===== src/rtl/csu_pkg.sv =====
// types and fixed constants of the cosine similarity unit
package csu_pkg;

   localparam int DataW    = 16;           // element width, signed
   localparam int OutW     = 16;           // similarity field width
   localparam int AccW     = 35;           // accumulator width
   localparam int ProdW    = 2 * AccW;     // product of the two sums of squares
   localparam int SqRemW   = AccW + 3;     // square root partial remainder
   localparam int CntW     = 6;            // back end step counter
   localparam int MulSteps  = AccW;        // one multiplier bit per step
   localparam int SqrtSteps = AccW;        // one root bit per step

   typedef enum logic [2:0] {
      ST_ACCUM,
      ST_SETTLE,
      ST_LOAD,
      ST_MULT,
      ST_SQRT,
      ST_DIVIDE,
      ST_RESULT
   } csu_state_type;

   typedef struct packed {
      logic accept;
      logic load;
      logic mul_step;
      logic sqrt_step;
      logic div_step;
      logic result_load;
   } csu_cmd_type;

endpackage


===== src/rtl/csu_if.sv =====
// request and response channel interfaces of the cosine similarity unit
interface csu_req_if;
   logic                                valid;
   logic                                ready;
   logic signed [csu_pkg::DataW-1:0]    x_value;
   logic signed [csu_pkg::DataW-1:0]    y_value;
   logic                                last;

   modport source (output valid, output x_value, output y_value, output last, input ready);
   modport sink   (input valid, input x_value, input y_value, input last, output ready);
endinterface

interface csu_rsp_if;
   logic                                valid;
   logic                                ready;
   logic signed [csu_pkg::OutW-1:0]     similarity;
   logic                                zero_norm;
   logic                                overflow;

   modport source (output valid, output similarity, output zero_norm, output overflow,
                   input ready);
   modport sink   (input valid, input similarity, input zero_norm, input overflow,
                   output ready);
endinterface


===== src/rtl/cosine_similarity_unit.sv =====
// top level of the cosine similarity unit
// req_chan carries one element pair (x_value, y_value) per transaction, last marking
// the final pair of a vector; rsp_chan carries one result per vector (similarity in
// Q1.FRAC_BITS, zero_norm, overflow).
// while a vector streams in, one pair is taken every cycle.
// after the last pair, req_chan.ready stays low while the back end runs: it settles the
// accumulators, loads the back end, forms the product of the sums of squares in the
// bit-serial multiplier, takes its square root (one root bit a cycle), runs the divider
// and then loads the result into the output register once that register is free.
// pairs beyond MAX_LEN are dropped from the sums and flag overflow.
// reset clears the accumulators, the state machine and rsp_chan.valid.
// a stalled receiver holds the result in the output register; the next vector is
// still accepted, and only its own result waits until the register is free.
module cosine_similarity_unit #(
   parameter int MAX_LEN   = 64,
   parameter int FRAC_BITS = 14
) (
   input logic         clock,
   input logic         reset,
   csu_req_if.sink     req_chan,
   csu_rsp_if.source   rsp_chan
);

   csu_pkg::csu_cmd_type cmd;

   csu_ctrl #(
      .FRAC_BITS (FRAC_BITS)
   ) u_ctrl (
      .clock     (clock),
      .reset     (reset),
      .req_valid (req_chan.valid),
      .req_last  (req_chan.last),
      .rsp_ready (rsp_chan.ready),
      .req_ready (req_chan.ready),
      .rsp_valid (rsp_chan.valid),
      .cmd       (cmd)
   );

   csu_dp #(
      .MAX_LEN   (MAX_LEN),
      .FRAC_BITS (FRAC_BITS)
   ) u_dp (
      .clock      (clock),
      .reset      (reset),
      .cmd        (cmd),
      .x_value    (req_chan.x_value),
      .y_value    (req_chan.y_value),
      .similarity (rsp_chan.similarity),
      .zero_norm  (rsp_chan.zero_norm),
      .overflow   (rsp_chan.overflow)
   );

endmodule


===== src/rtl/csu_ctrl.sv =====
// controller state machine of the cosine similarity unit
module csu_ctrl #(
   parameter int FRAC_BITS = 14
) (
   input  logic                 clock,
   input  logic                 reset,
   input  logic                 req_valid,
   input  logic                 req_last,
   input  logic                 rsp_ready,
   output logic                 req_ready,
   output logic                 rsp_valid,
   output csu_pkg::csu_cmd_type cmd
);

   localparam logic [csu_pkg::CntW-1:0] MulLast  = csu_pkg::CntW'(csu_pkg::MulSteps - 1);
   localparam logic [csu_pkg::CntW-1:0] SqrtLast = csu_pkg::CntW'(csu_pkg::SqrtSteps - 1);
   localparam logic [csu_pkg::CntW-1:0] DivLast  = csu_pkg::CntW'(FRAC_BITS - 1);

   csu_pkg::csu_state_type state_ff, state_in;
   logic [csu_pkg::CntW-1:0] cnt_ff, cnt_in;
   logic rsp_valid_ff, rsp_valid_in;
   logic out_free;

   assign out_free = !rsp_valid_ff || rsp_ready;

   // next state
   always_comb begin
      state_in = state_ff;
      unique case (state_ff)
         csu_pkg::ST_ACCUM: begin
            if (req_valid && req_last) begin
               state_in = csu_pkg::ST_SETTLE;
            end
         end
         csu_pkg::ST_SETTLE: state_in = csu_pkg::ST_LOAD;
         csu_pkg::ST_LOAD:   state_in = csu_pkg::ST_MULT;
         csu_pkg::ST_MULT: begin
            if (cnt_ff == MulLast) begin
               state_in = csu_pkg::ST_SQRT;
            end
         end
         csu_pkg::ST_SQRT: begin
            if (cnt_ff == SqrtLast) begin
               state_in = csu_pkg::ST_DIVIDE;
            end
         end
         csu_pkg::ST_DIVIDE: begin
            if (cnt_ff == DivLast) begin
               state_in = csu_pkg::ST_RESULT;
            end
         end
         csu_pkg::ST_RESULT: begin
            if (out_free) begin
               state_in = csu_pkg::ST_ACCUM;
            end
         end
         default: state_in = csu_pkg::ST_ACCUM;
      endcase
   end

   // outputs
   always_comb begin
      cmd       = '0;
      req_ready = 1'b0;
      unique case (state_ff)
         csu_pkg::ST_ACCUM: begin
            req_ready  = 1'b1;
            cmd.accept = req_valid;
         end
         csu_pkg::ST_SETTLE: ;
         csu_pkg::ST_LOAD:   cmd.load      = 1'b1;
         csu_pkg::ST_MULT:   cmd.mul_step  = 1'b1;
         csu_pkg::ST_SQRT:   cmd.sqrt_step = 1'b1;
         csu_pkg::ST_DIVIDE: cmd.div_step  = 1'b1;
         csu_pkg::ST_RESULT: cmd.result_load = out_free;
         default: ;
      endcase
   end

   // step counter restarts on every state change
   always_comb begin
      if (state_in != state_ff || !(cmd.mul_step || cmd.sqrt_step || cmd.div_step)) begin
         cnt_in = '0;
      end else begin
         cnt_in = cnt_ff + 1'b1;
      end
   end

   always_comb begin
      if (cmd.result_load) begin
         rsp_valid_in = 1'b1;
      end else begin
         rsp_valid_in = rsp_valid_ff && !rsp_ready;
      end
   end

   assign rsp_valid = rsp_valid_ff;

   always_ff @(posedge clock) begin
      if (reset) begin
         state_ff     <= csu_pkg::ST_ACCUM;
         cnt_ff       <= '0;
         rsp_valid_ff <= 1'b0;
      end else begin
         state_ff     <= state_in;
         cnt_ff       <= cnt_in;
         rsp_valid_ff <= rsp_valid_in;
      end
   end

endmodule


===== src/rtl/csu_dp.sv =====
// datapath of the cosine similarity unit: accumulators, multiplier, square root, divider
module csu_dp #(
   parameter int MAX_LEN   = 64,
   parameter int FRAC_BITS = 14
) (
   input  logic                              clock,
   input  logic                              reset,
   input  csu_pkg::csu_cmd_type              cmd,
   input  logic signed [csu_pkg::DataW-1:0]  x_value,
   input  logic signed [csu_pkg::DataW-1:0]  y_value,
   output logic signed [csu_pkg::OutW-1:0]   similarity,
   output logic                              zero_norm,
   output logic                              overflow
);

   localparam int AccW   = csu_pkg::AccW;
   localparam int ProdW  = csu_pkg::ProdW;
   localparam int SqRemW = csu_pkg::SqRemW;
   localparam int OutW   = csu_pkg::OutW;
   localparam int MulW   = 2 * csu_pkg::DataW;
   localparam int CountW = $clog2(MAX_LEN + 1);
   localparam int QW     = FRAC_BITS + 1;
   localparam int SimW   = (FRAC_BITS + 2 > OutW) ? FRAC_BITS + 2 : OutW;
   localparam logic [CountW-1:0] MaxCount = CountW'(MAX_LEN);
   localparam logic [QW-1:0]     QOne     = {1'b1, {FRAC_BITS{1'b0}}};

   // first stage: products of the accepted pair
   logic                   s1_valid_ff, s1_valid_in;
   logic signed [MulW-1:0] s1_dot_ff, s1_dot_in;
   logic [MulW-2:0]        s1_xx_ff, s1_xx_in;
   logic [MulW-2:0]        s1_yy_ff, s1_yy_in;
   logic signed [MulW-1:0] xx_full, yy_full;

   // accumulators
   logic signed [AccW-1:0] dot_sum_ff, dot_sum_in;
   logic [AccW-1:0]        xsq_ff, xsq_in;
   logic [AccW-1:0]        ysq_ff, ysq_in;
   logic [CountW-1:0]      count_ff, count_in;
   logic                   ovf_seen_ff, ovf_seen_in;
   logic signed [AccW:0]   dot_wide;
   logic [AccW:0]          xsq_wide, ysq_wide;

   // back end
   logic [AccW-1:0]        ma_ff, ma_in;
   logic [AccW-1:0]        mb_ff, mb_in;
   logic [ProdW-1:0]       prod_ff, prod_in;
   logic [AccW-1:0]        root_ff, root_in;
   logic [SqRemW-1:0]      sqrem_ff, sqrem_in;
   logic [AccW-1:0]        mag_ff, mag_in;
   logic                   neg_ff, neg_in;
   logic [AccW-1:0]        drem_ff, drem_in;
   logic [FRAC_BITS-1:0]   q_ff, q_in;
   logic                   ovf_ff, ovf_in;
   logic [SqRemW-1:0]      sq_try, sq_trial;
   logic [AccW:0]          div_try, div_den;

   // result register
   logic [OutW-1:0]        sim_ff, sim_in;
   logic                   zero_ff, zero_in;
   logic                   ovfo_ff, ovfo_in;
   logic [QW-1:0]          q_full;
   logic signed [SimW-1:0] sim_full;

   assign xx_full = MulW'(x_value) * MulW'(x_value);
   assign yy_full = MulW'(y_value) * MulW'(y_value);

   always_comb begin
      s1_valid_in = cmd.accept;
      s1_dot_in   = MulW'(x_value) * MulW'(y_value);
      s1_xx_in    = xx_full[MulW-2:0];
      s1_yy_in    = yy_full[MulW-2:0];
   end

   // saturating accumulation, pairs beyond the length limit only flag overflow
   always_comb begin
      dot_wide    = {dot_sum_ff[AccW-1], dot_sum_ff}
                    + {{(AccW + 1 - MulW){s1_dot_ff[MulW-1]}}, s1_dot_ff};
      xsq_wide    = {1'b0, xsq_ff} + {{(AccW + 2 - MulW){1'b0}}, s1_xx_ff};
      ysq_wide    = {1'b0, ysq_ff} + {{(AccW + 2 - MulW){1'b0}}, s1_yy_ff};
      dot_sum_in  = dot_sum_ff;
      xsq_in      = xsq_ff;
      ysq_in      = ysq_ff;
      count_in    = count_ff;
      ovf_seen_in = ovf_seen_ff;
      if (cmd.load) begin
         dot_sum_in  = '0;
         xsq_in      = '0;
         ysq_in      = '0;
         count_in    = '0;
         ovf_seen_in = 1'b0;
      end else if (s1_valid_ff) begin
         if (count_ff >= MaxCount) begin
            ovf_seen_in = 1'b1;
         end else begin
            count_in = count_ff + 1'b1;
            if (dot_wide[AccW] != dot_wide[AccW-1]) begin
               dot_sum_in = {dot_wide[AccW], {(AccW - 1){~dot_wide[AccW]}}};
            end else begin
               dot_sum_in = dot_wide[AccW-1:0];
            end
            xsq_in = xsq_wide[AccW] ? {AccW{1'b1}} : xsq_wide[AccW-1:0];
            ysq_in = ysq_wide[AccW] ? {AccW{1'b1}} : ysq_wide[AccW-1:0];
         end
      end
   end

   // shift-add multiplier, then the product is consumed two bits at a time by the root
   always_comb begin
      sq_try   = {sqrem_ff[SqRemW-3:0], prod_ff[ProdW-1:ProdW-2]};
      sq_trial = {1'b0, root_ff, 2'b01};
      ma_in    = ma_ff;
      mb_in    = mb_ff;
      prod_in  = prod_ff;
      root_in  = root_ff;
      sqrem_in = sqrem_ff;
      if (cmd.load) begin
         ma_in    = xsq_ff;
         mb_in    = ysq_ff;
         prod_in  = '0;
         root_in  = '0;
         sqrem_in = '0;
      end else if (cmd.mul_step) begin
         prod_in = {prod_ff[ProdW-2:0], 1'b0}
                   + (mb_ff[AccW-1] ? {{(ProdW - AccW){1'b0}}, ma_ff} : '0);
         mb_in   = {mb_ff[AccW-2:0], 1'b0};
      end else if (cmd.sqrt_step) begin
         prod_in = {prod_ff[ProdW-3:0], 2'b00};
         if (sq_try >= sq_trial) begin
            sqrem_in = sq_try - sq_trial;
            root_in  = {root_ff[AccW-2:0], 1'b1};
         end else begin
            sqrem_in = sq_try;
            root_in  = {root_ff[AccW-2:0], 1'b0};
         end
      end
   end

   // restoring division of the dot magnitude by the root, one quotient bit a step
   always_comb begin
      div_try = {drem_ff, 1'b0};
      div_den = {1'b0, root_ff};
      mag_in  = mag_ff;
      neg_in  = neg_ff;
      drem_in = drem_ff;
      q_in    = q_ff;
      ovf_in  = ovf_ff;
      if (cmd.load) begin
         neg_in  = dot_sum_ff[AccW-1];
         mag_in  = dot_sum_ff[AccW-1] ? AccW'(-dot_sum_ff) : dot_sum_ff;
         drem_in = dot_sum_ff[AccW-1] ? AccW'(-dot_sum_ff) : dot_sum_ff;
         q_in    = '0;
         ovf_in  = ovf_seen_ff;
      end else if (cmd.div_step) begin
         if (div_try >= div_den) begin
            drem_in = AccW'(div_try - div_den);
            q_in    = {q_ff[FRAC_BITS-2:0], 1'b1};
         end else begin
            drem_in = div_try[AccW-1:0];
            q_in    = {q_ff[FRAC_BITS-2:0], 1'b0};
         end
      end
   end

   // quotient of one or more clamps to one
   always_comb begin
      q_full   = (mag_ff >= root_ff) ? QOne : {1'b0, q_ff};
      sim_full = neg_ff ? -$signed(SimW'(q_full)) : $signed(SimW'(q_full));
      sim_in   = sim_ff;
      zero_in  = zero_ff;
      ovfo_in  = ovfo_ff;
      if (cmd.result_load) begin
         zero_in = (root_ff == '0);
         sim_in  = (root_ff == '0) ? '0 : sim_full[OutW-1:0];
         ovfo_in = ovf_ff;
      end
   end

   always_ff @(posedge clock) begin
      if (reset) begin
         s1_valid_ff <= 1'b0;
         dot_sum_ff  <= '0;
         xsq_ff      <= '0;
         ysq_ff      <= '0;
         count_ff    <= '0;
         ovf_seen_ff <= 1'b0;
      end else begin
         s1_valid_ff <= s1_valid_in;
         dot_sum_ff  <= dot_sum_in;
         xsq_ff      <= xsq_in;
         ysq_ff      <= ysq_in;
         count_ff    <= count_in;
         ovf_seen_ff <= ovf_seen_in;
      end
   end

   always_ff @(posedge clock) begin
      s1_dot_ff <= s1_dot_in;
      s1_xx_ff  <= s1_xx_in;
      s1_yy_ff  <= s1_yy_in;
      ma_ff     <= ma_in;
      mb_ff     <= mb_in;
      prod_ff   <= prod_in;
      root_ff   <= root_in;
      sqrem_ff  <= sqrem_in;
      mag_ff    <= mag_in;
      neg_ff    <= neg_in;
      drem_ff   <= drem_in;
      q_ff      <= q_in;
      ovf_ff    <= ovf_in;
      sim_ff    <= sim_in;
      zero_ff   <= zero_in;
      ovfo_ff   <= ovfo_in;
   end

   assign similarity = sim_ff;
   assign zero_norm  = zero_ff;
   assign overflow   = ovfo_ff;

endmodule


===== src/flat_wrapper.sv =====
// flat-port wrapper written by rule: the top's interface ports become plain ports
module cosine_similarity_unit_flat 
#(
   parameter int MAX_LEN   = 64,
   parameter int FRAC_BITS = 14
)
  (clock, reset, req_chan_valid, req_chan_x_value, req_chan_y_value, req_chan_last, req_chan_ready, rsp_chan_valid, rsp_chan_similarity, rsp_chan_zero_norm, rsp_chan_overflow, rsp_chan_ready);
  csu_req_if req_chan_i ();
  csu_rsp_if rsp_chan_i ();
  input logic clock;
  input logic reset;
  input wire logic [$bits(req_chan_i.valid)-1:0] req_chan_valid;
  input wire logic [$bits(req_chan_i.x_value)-1:0] req_chan_x_value;
  input wire logic [$bits(req_chan_i.y_value)-1:0] req_chan_y_value;
  input wire logic [$bits(req_chan_i.last)-1:0] req_chan_last;
  output wire logic [$bits(req_chan_i.ready)-1:0] req_chan_ready;
  output wire logic [$bits(rsp_chan_i.valid)-1:0] rsp_chan_valid;
  output wire logic [$bits(rsp_chan_i.similarity)-1:0] rsp_chan_similarity;
  output wire logic [$bits(rsp_chan_i.zero_norm)-1:0] rsp_chan_zero_norm;
  output wire logic [$bits(rsp_chan_i.overflow)-1:0] rsp_chan_overflow;
  input wire logic [$bits(rsp_chan_i.ready)-1:0] rsp_chan_ready;
  assign req_chan_i.valid = req_chan_valid;
  assign req_chan_i.x_value = req_chan_x_value;
  assign req_chan_i.y_value = req_chan_y_value;
  assign req_chan_i.last = req_chan_last;
  assign req_chan_ready = req_chan_i.ready;
  assign rsp_chan_valid = rsp_chan_i.valid;
  assign rsp_chan_similarity = rsp_chan_i.similarity;
  assign rsp_chan_zero_norm = rsp_chan_i.zero_norm;
  assign rsp_chan_overflow = rsp_chan_i.overflow;
  assign rsp_chan_i.ready = rsp_chan_ready;
  cosine_similarity_unit #(.MAX_LEN(MAX_LEN), .FRAC_BITS(FRAC_BITS)) u_core (.clock(clock), .reset(reset), .req_chan(req_chan_i), .rsp_chan(rsp_chan_i));
endmodule

===== config.mk =====
export PLATFORM = sky130hd
export DESIGN_NAME = cosine_similarity_unit_flat
export DESIGN_NICKNAME = d
export VERILOG_FILES = /design/src/rtl/csu_pkg.sv /design/src/rtl/csu_if.sv /design/src/rtl/cosine_similarity_unit.sv /design/src/rtl/csu_ctrl.sv /design/src/rtl/csu_dp.sv /design/src/flat_wrapper.sv
export SDC_FILE = /design/constraint.sdc
export NUM_CORES = 2
export LEC_CHECK = 0
export ABC_AREA = 1
export BUFFER_PORTS_ARGS = -buffer_cell sky130_fd_sc_hd__buf_2
export CAP_MARGIN = 5
export CORE_MARGIN = 2
export CORE_UTILIZATION = 65
export CTS_BUF_LIST = sky130_fd_sc_hd__clkbuf_4 sky130_fd_sc_hd__clkbuf_8 sky130_fd_sc_hd__clkbuf_16
export DETAILED_ROUTE_END_ITERATION = 7
export PLACE_DENSITY = 0.88
export SLEW_MARGIN = 20
export SYNTH_ARGS = -nofsm -noshare
export SYNTH_HDL_FRONTEND = slang
export SYNTH_SLANG_ARGS = --single-unit

===== constraint.sdc =====
create_clock -name clock -period 14.2 [get_ports clock]
set_input_delay 0.71 -clock clock [delete_from_list [all_inputs] [get_ports clock]]
set_output_delay 0.71 -clock clock [all_outputs]
set_load 0.005 [all_outputs]

### Word-level counts from Yosys, hierarchy flattened

Index checks and enable logic that the tools add are counted.

| cells by class | value |
|---|---|
| bitwise operators | 5 |
| equality and inequality tests | 10 |
| mux-type cells | 30 |
| reduce and logical (&&, ||, !) cells | 21 |
| $lt $le $gt $ge | 4 |
| add/sub/neg operators | 10 |
| $mul | 3 |

Operator list:

| kind | number |
|---|---|
| 35-bit 2-to-1 mux | 10 |
| 70-bit 2-to-1 mux | 2 |
| 35-bit by 31-bit adder with 36-bit output | 2 |
| 70-bit by 35-bit adder with 70-bit output | 1 |
| 16-bit by 16-bit multiplier with 31-bit output | 2 |
| 38-bit by 37-bit >= comparator with 1-bit output | 1 |
| 35-bit by 32-bit adder with 36-bit output | 1 |
| 36-bit by 35-bit >= comparator with 1-bit output | 1 |
| 36-bit 2-to-1 mux | 1 |
| 36-bit subtractor | 1 |
| 35-bit >= comparator | 1 |
| 35-bit zero test | 1 |
| 35-bit negator | 1 |
| 35-bit subtractor | 1 |
| 16-bit by 16-bit multiplier with 32-bit output | 1 |
| 15-bit 2-to-1 mux | 2 |
| 3-bit one-hot mux with 7 select lines | 1 |
| 15-bit negator with 16-bit output | 1 |
| 3-bit 2-to-1 mux | 5 |
| 3-bit == test, second input constant | 3 |
| 1-bit 2-to-1 mux | 9 |
| 2-bit OR reduction | 4 |
| 7-bit by 1-bit adder with 7-bit output, second input constant | 1 |
| 7-bit >= comparator, second input constant | 1 |
| other kinds (14) | 29 |

| storage, ports and cells | value |
|---|---|
| register bits | 533 |
| input port bits | 37 |
| word-level logic and storage cells | 109 |

### Longest topological paths before layout

| depth | value |
|---|---|
| depth after elaboration | 7 |
| mapped depth | 29 |

### Modules after synthesis

Synthesis repeated with hierarchy kept, for this count alone.

| second synthesis, totals | value |
|---|---|
| cell total of the unflattened synthesis | 8041 |
| area total of the unflattened synthesis | 61680.4 µm² |

Modules (own cells, without submodules):

| module | cells each | sequential area each (µm²) | area an instance (µm²) | times used |
|---|---|---|---|---|
| csu_dp | 7950 | 12031.5 | 61084.8 | 1 |
| csu_ctrl | 91 | 200.2 | 595.6 | 1 |

### Worst setup path after synthesis

OpenSTA, ideal clock, no wires.

| timing | value |
|---|---|
| path type | input to register |
| start | input req_chan_x_value[15] |
| end | register u_core.u_dp.s1_xx_ff[28] |
| buffers on the path | 2 |
| slack | 7894 ps |
| data arrival time | 6186 ps |
| setup time | 120 ps |
| cell stages on the path | 23 |
| data required time | 14080 ps |
| cell sequence | clkbuf_1 > buf_1 > nand2_1 > inv_1 > fa_1 > inv_1 > fa_1 > inv_1 > fa_1 > fa_1 > fa_1 > inv_1 > fa_1 > inv_1 > ha_1 > nand2_1 > nor4_1 > nand2_1 > o211ai_1 > nand2_1 > nand2_1 > a31oi_1 > xnor2_1 |

| between the ends | value |
|---|---|
| word-level cells in the longest chain between the ends | 1 |

RTL lines:

| element | line | source |
|---|---|---|
| start, declared | flat_wrapper.sv:13 | `input wire logic [$bits(req_chan_i.x_value)-1:0] req_chan_x_value;` |
| 16-bit by 16-bit multiplier with 31-bit output | csu_dp.sv:64 | `assign xx_full = MulW'(x_value) * MulW'(x_value);` |
| net u_core.u_dp.xx_full[28] | csu_dp.sv:32 | `logic signed [MulW-1:0] xx_full, yy_full;` |
| end signal, assigned | csu_dp.sv:198 | `s1_xx_ff <= s1_xx_in;` |
| end, declared | csu_dp.sv:30 | `logic [MulW-2:0] s1_xx_ff, s1_xx_in;` |

The timed path passes the listed nets, and every way through them passes these cells.
A chain may end at the register's enable or synchronous reset.

### Worst setup path after layout

| timing | value |
|---|---|
| start | input req_chan_y_value[15] |
| end | register u_core.u_dp.s1_dot_ff[28] |

| between the ends | value |
|---|---|
| word-level cells in the longest chain between the ends | 1 |

RTL lines:

| element | line | source |
|---|---|---|
| start, declared | flat_wrapper.sv:14 | `input wire logic [$bits(req_chan_i.y_value)-1:0] req_chan_y_value;` |
| 16-bit by 16-bit multiplier with 32-bit output | csu_dp.sv:69 | `s1_dot_in = MulW'(x_value) * MulW'(y_value);` |
| net u_core.u_dp.s1_dot_in[28] | csu_dp.sv:29 | `logic signed [MulW-1:0] s1_dot_ff, s1_dot_in;` |
| end signal, assigned | csu_dp.sv:197 | `s1_dot_ff <= s1_dot_in;` |
| end, declared | csu_dp.sv:29 |  |

The timed path passes the listed nets, and every way through them passes these cells.

==> summary by stage <==
Outcome
The run finished with clean final reports.

Drt
The first-pass detailed-route iteration total is 6. The routed length per instance is about 17 um. The DRC marker count from the first detailed-route iteration is 4273. The remaining design rule violation count is 0. The via count normalized by instance count is approximately 5.7. For this block, the routed nets add up to 164000 um of wire. The final route contains between 50000 and 60000 vias. The number of antenna-violating nets in the routed design is 0.

Floorplanning
The die outline area is approximately 99000 um2. After floorplanning, the core was sized to cover roughly 95000 um2. The number of cell rows is approximately 110. The horizontal die dimension is about 310 um. The floorplan step set the die height to about 310 um. The starting density of the core is 0.656. For this design the top-level I/O count stands at 57.

Finish
The relative area change from synthesis to final layout is 4.82%. The fraction of final layout cells with drive strength greater than 1 is 0.0372. The net count of the finished layout is roughly 9400.

The count of fill cells added during filler insertion is roughly 7800. In the layout the commonest cells are nand2_1, inv_1, fa_1. The library cell used most frequently in the layout, excluding fill and tap cells, is nand2_1.

Pwr
The relative contribution of combinational cells to total power is 0.777. Of the total power, registers draw 0.128. The analysis attributes to cell leakage a power of about 0.034 uW. Of the total power, the share spent switching nets is 0.533. The power dissipated by switching net loads is around 9300 uW. The clock network fraction of design power is 0.094.

The internal power consumption is between 8000 and 9000 uW. The areal power density over the cells is 267 nW/um2. Across the VDD grid, the largest voltage drop is just over 0.4 mV.

Timing
Derived from the worst setup path, the maximum achievable clock frequency is between 150 and 200 MHz. The number of max-slew violations in the final report came to 0. The worst path in the final design needs a cycle of ~6.5 ns, including I/O delays and setup. The transition time at the pin with the least slew margin is about 1.1 ns.

Headroom to the max-slew limit came out at 0.271. The portion of the clock cycle consumed by the worst path in the final layout is 0.460. Setup repair after global routing left no endpoint under its margin.

After routing, the total negative slack on setup checks comes to 0 ns. Between clock sinks in the finished design, the worst skew comes to ~0.024 ns. Setup violations remaining at the end of the flow were counted as 0. Final hold analysis gives a worst-case slack of 0.304 ns. The number of hold-slack violations in the final timing report is 0.

Job
The total of max-cap violations is 0.

Global route
For this run, the total global-route usage over all layers was measured as 0.337. The number of antenna violations at the first check in global routing came to 5. The maximum number of pins on one net before global-route repair is about 110. The overflow left after global routing is 0. The first global-routing pass estimated 271000 um of wire. The via count of the first global-routing pass came to roughly 56000.

CTS
The insertion delay to the later sink of the worst-skew pair is around 0.65 ns. The total clock buffers created by CTS is 57. Buffers added to address setup during post-CTS repair amount to 0. The number of H-tree levels is 2. The number of sinks driven by the clock tree is approximately 530. The post-cts gate resize count is 0. For this design, the CTS-stage hold fixing added 0 buffers.

The TritonCTS clock tree is yes. The number of buffers between clock root and the deepest sink is 3. The cell chosen for the clock root is clkbuf_16. After clock tree synthesis, the clock-pin slew on the worst setup and hold paths is roughly 0.060 ns.

Hold path
The path class of the tightest hold or removal check is primary input to flop.

Placed design
The final RePlAce weighted congestion is approximately 0.98. The total of buffers placed on input and output ports is 56. The post-detailed-placement half-perimeter wirelength is about 130000 um.

Synth
Yosys mapped the design onto between 70 and 80 distinct sky130hd cell types. A synthesized cell averages between 7 and 8 um2. The most instantiated flip-flop cell in the synthesis netlist is dfxtp_1. Yosys mapped a number of flops with a built-in enable equal to 160. The netlist area before placement is around 62000 um2.

The instance count of the mapped netlist is ~8000. After synthesis the netlist holds a flip-flop and latch count of between 500 and 600. The synthesized net count is about 9500. The Yosys step of the flow raised 0 warnings.

The sequential-to-total area share from yosys stat is 0.196. Counting flops with an async set or reset pin after synthesis yields a share of 0.

Critical path
The worst setup path is launched from a primary input. In this run the worst path has a maximum fanout of 25. The startpoint-to-endpoint class of the critical path is primary input to flop. The worst setup path is captured at a flop. The data arrival at the endpoint of the critical path is approximately 7 ns.

The endpoint required time on the critical path is 14.73 ns.
per-stage QoR:
stage	instances	utilization	instance area [um2]	power (uW)	worst slack (ns)
after floorplan	8241	-	62400	12400	7.89
after detailed placement	9328	0.666	63300	15600	7.11
after global routing	9439	0.688	65400	19300	7.26
final	9440	0.688	65400	17500	7.67
after global placement	9328	0.666	63300	15100	7.27
after CTS	9436	0.687	65400	17300	7.77
synth_stat cells (43+ instances only):
| cell | n | area share |
|---|---|---|
| inv_1 | 1749 | 0.11 |
| nor3_1 | 82 | 0.0066 |
| o22ai_1 | 44 | 0.0044 |
| o21bai_1 | 43 | 0.0052 |
| xor2_1 | 175 | 0.025 |
| clkbuf_1 | 199 | 0.012 |
| o21ai_0 | 399 | 0.032 |
| nor2_1 | 588 | 0.035 |
| nand4_1 | 58 | 0.0058 |
| xnor2_1 | 126 | 0.018 |
| a31oi_1 | 79 | 0.0079 |
| edfxtp_1 | 160 | 0.077 |
| a21oi_1 | 506 | 0.041 |
| a21o_1 | 54 | 0.0065 |
| nand3_1 | 268 | 0.021 |
| fa_1 | 723 | 0.23 |
| ha_1 | 491 | 0.098 |
| nand2_1 | 1766 | 0.11 |
| dfxtp_1 | 371 | 0.12 |
kinds of logic after synthesis:
kind of cell | synth area share
buffers and inverters | 0.124
AO/OA/AOI/OAI | 0.115
flip-flops | 0.196
XOR/XNOR | 0.0425
AND/OR/NAND/NOR | 0.192
adder cells (fa/ha/maj) | 0.330
per-layer routing:
layer	wire length, um	vias to the layer above	global-route usage
li1	-	25500	-
met3	11000	490	0.0435
met1	66000	25900	0.422
met2	80200	2001	0.591
met5	13	-	0
met4	7020	2	0.139
layout make-up:
type / count / area, um2 / share of cell area
diodes: 3 / 7.51 / 0.000115
clock buffers: 71 / 1590 / 0.0243
clock inverters: 37 / 473 / 0.00723
inverters: 1767 / 6640 / 0.101
multi-input cells: 5693 / 42500 / 0.649
flip-flops and latches: 531 / 12200 / 0.187
well taps: 1265 / 1580 / 0.0242
repair buffers: 73 / 415 / 0.00635
critical path: stages:
cell and delay, ns:
buf_2 0.26, inv_1 0.77, nor2_1 0.15, fa_1 0.56, fa_1 0.54, fa_1 0.52
fa_1 0.53, fa_1 0.56, inv_1 0.07, fa_1 0.54, inv_1 0.05, ha_1 0.35
nand2_1 0.12, nor4_1 0.54, nand4_1 0.17, nand3_1 0.18, nand2_1 0.08, nand2_1 0.10
a31oi_1 0.09, xor2_1 0.15
power by group through the flow:
stage	Clock, uW	Sequential [uW]	Combinational (uW)
after global routing	1730	2250	15300
after global placement	0	2260	12900
after CTS	1670	2230	13400
after floorplan	0	2160	10200
final	1650	2240	13600
after detailed placement	0	2260	13400
flip-flops by register name, summed over array words and instances, names as in the netlist, 32 cells and up:
signal / cells
u_core.u_dp.dot_sum_ff: 35
u_core.u_dp.drem_ff: 35
u_core.u_dp.ma_ff: 35
u_core.u_dp.mag_ff: 35
u_core.u_dp.mb_ff: 35
u_core.u_dp.prod_ff: 70
u_core.u_dp.root_ff: 35
u_core.u_dp.s1_dot_ff: 32
u_core.u_dp.sqrem_ff: 36
u_core.u_dp.xsq_ff: 35
u_core.u_dp.ysq_ff: 35
worst paths after layout:
check	slack (ns)	startpoint	endpoint	depth (start not counted)
worst max-delay path	7.67	req_chan_y_value[15]	u_core.u_dp.s1_dot_ff[28]	20
worst min-delay path	0.30	reset	u_core.u_ctrl.rsp_valid	2
worst max register to register	10.33	u_core.u_ctrl.state_ff[2]	u_core.u_ctrl.cnt_ff[3]	7
worst min register to register	0.44	u_core.u_dp.ovf_seen_ff	u_core.u_dp.ovf_ff	0
(Power assumes the default switching activity.)
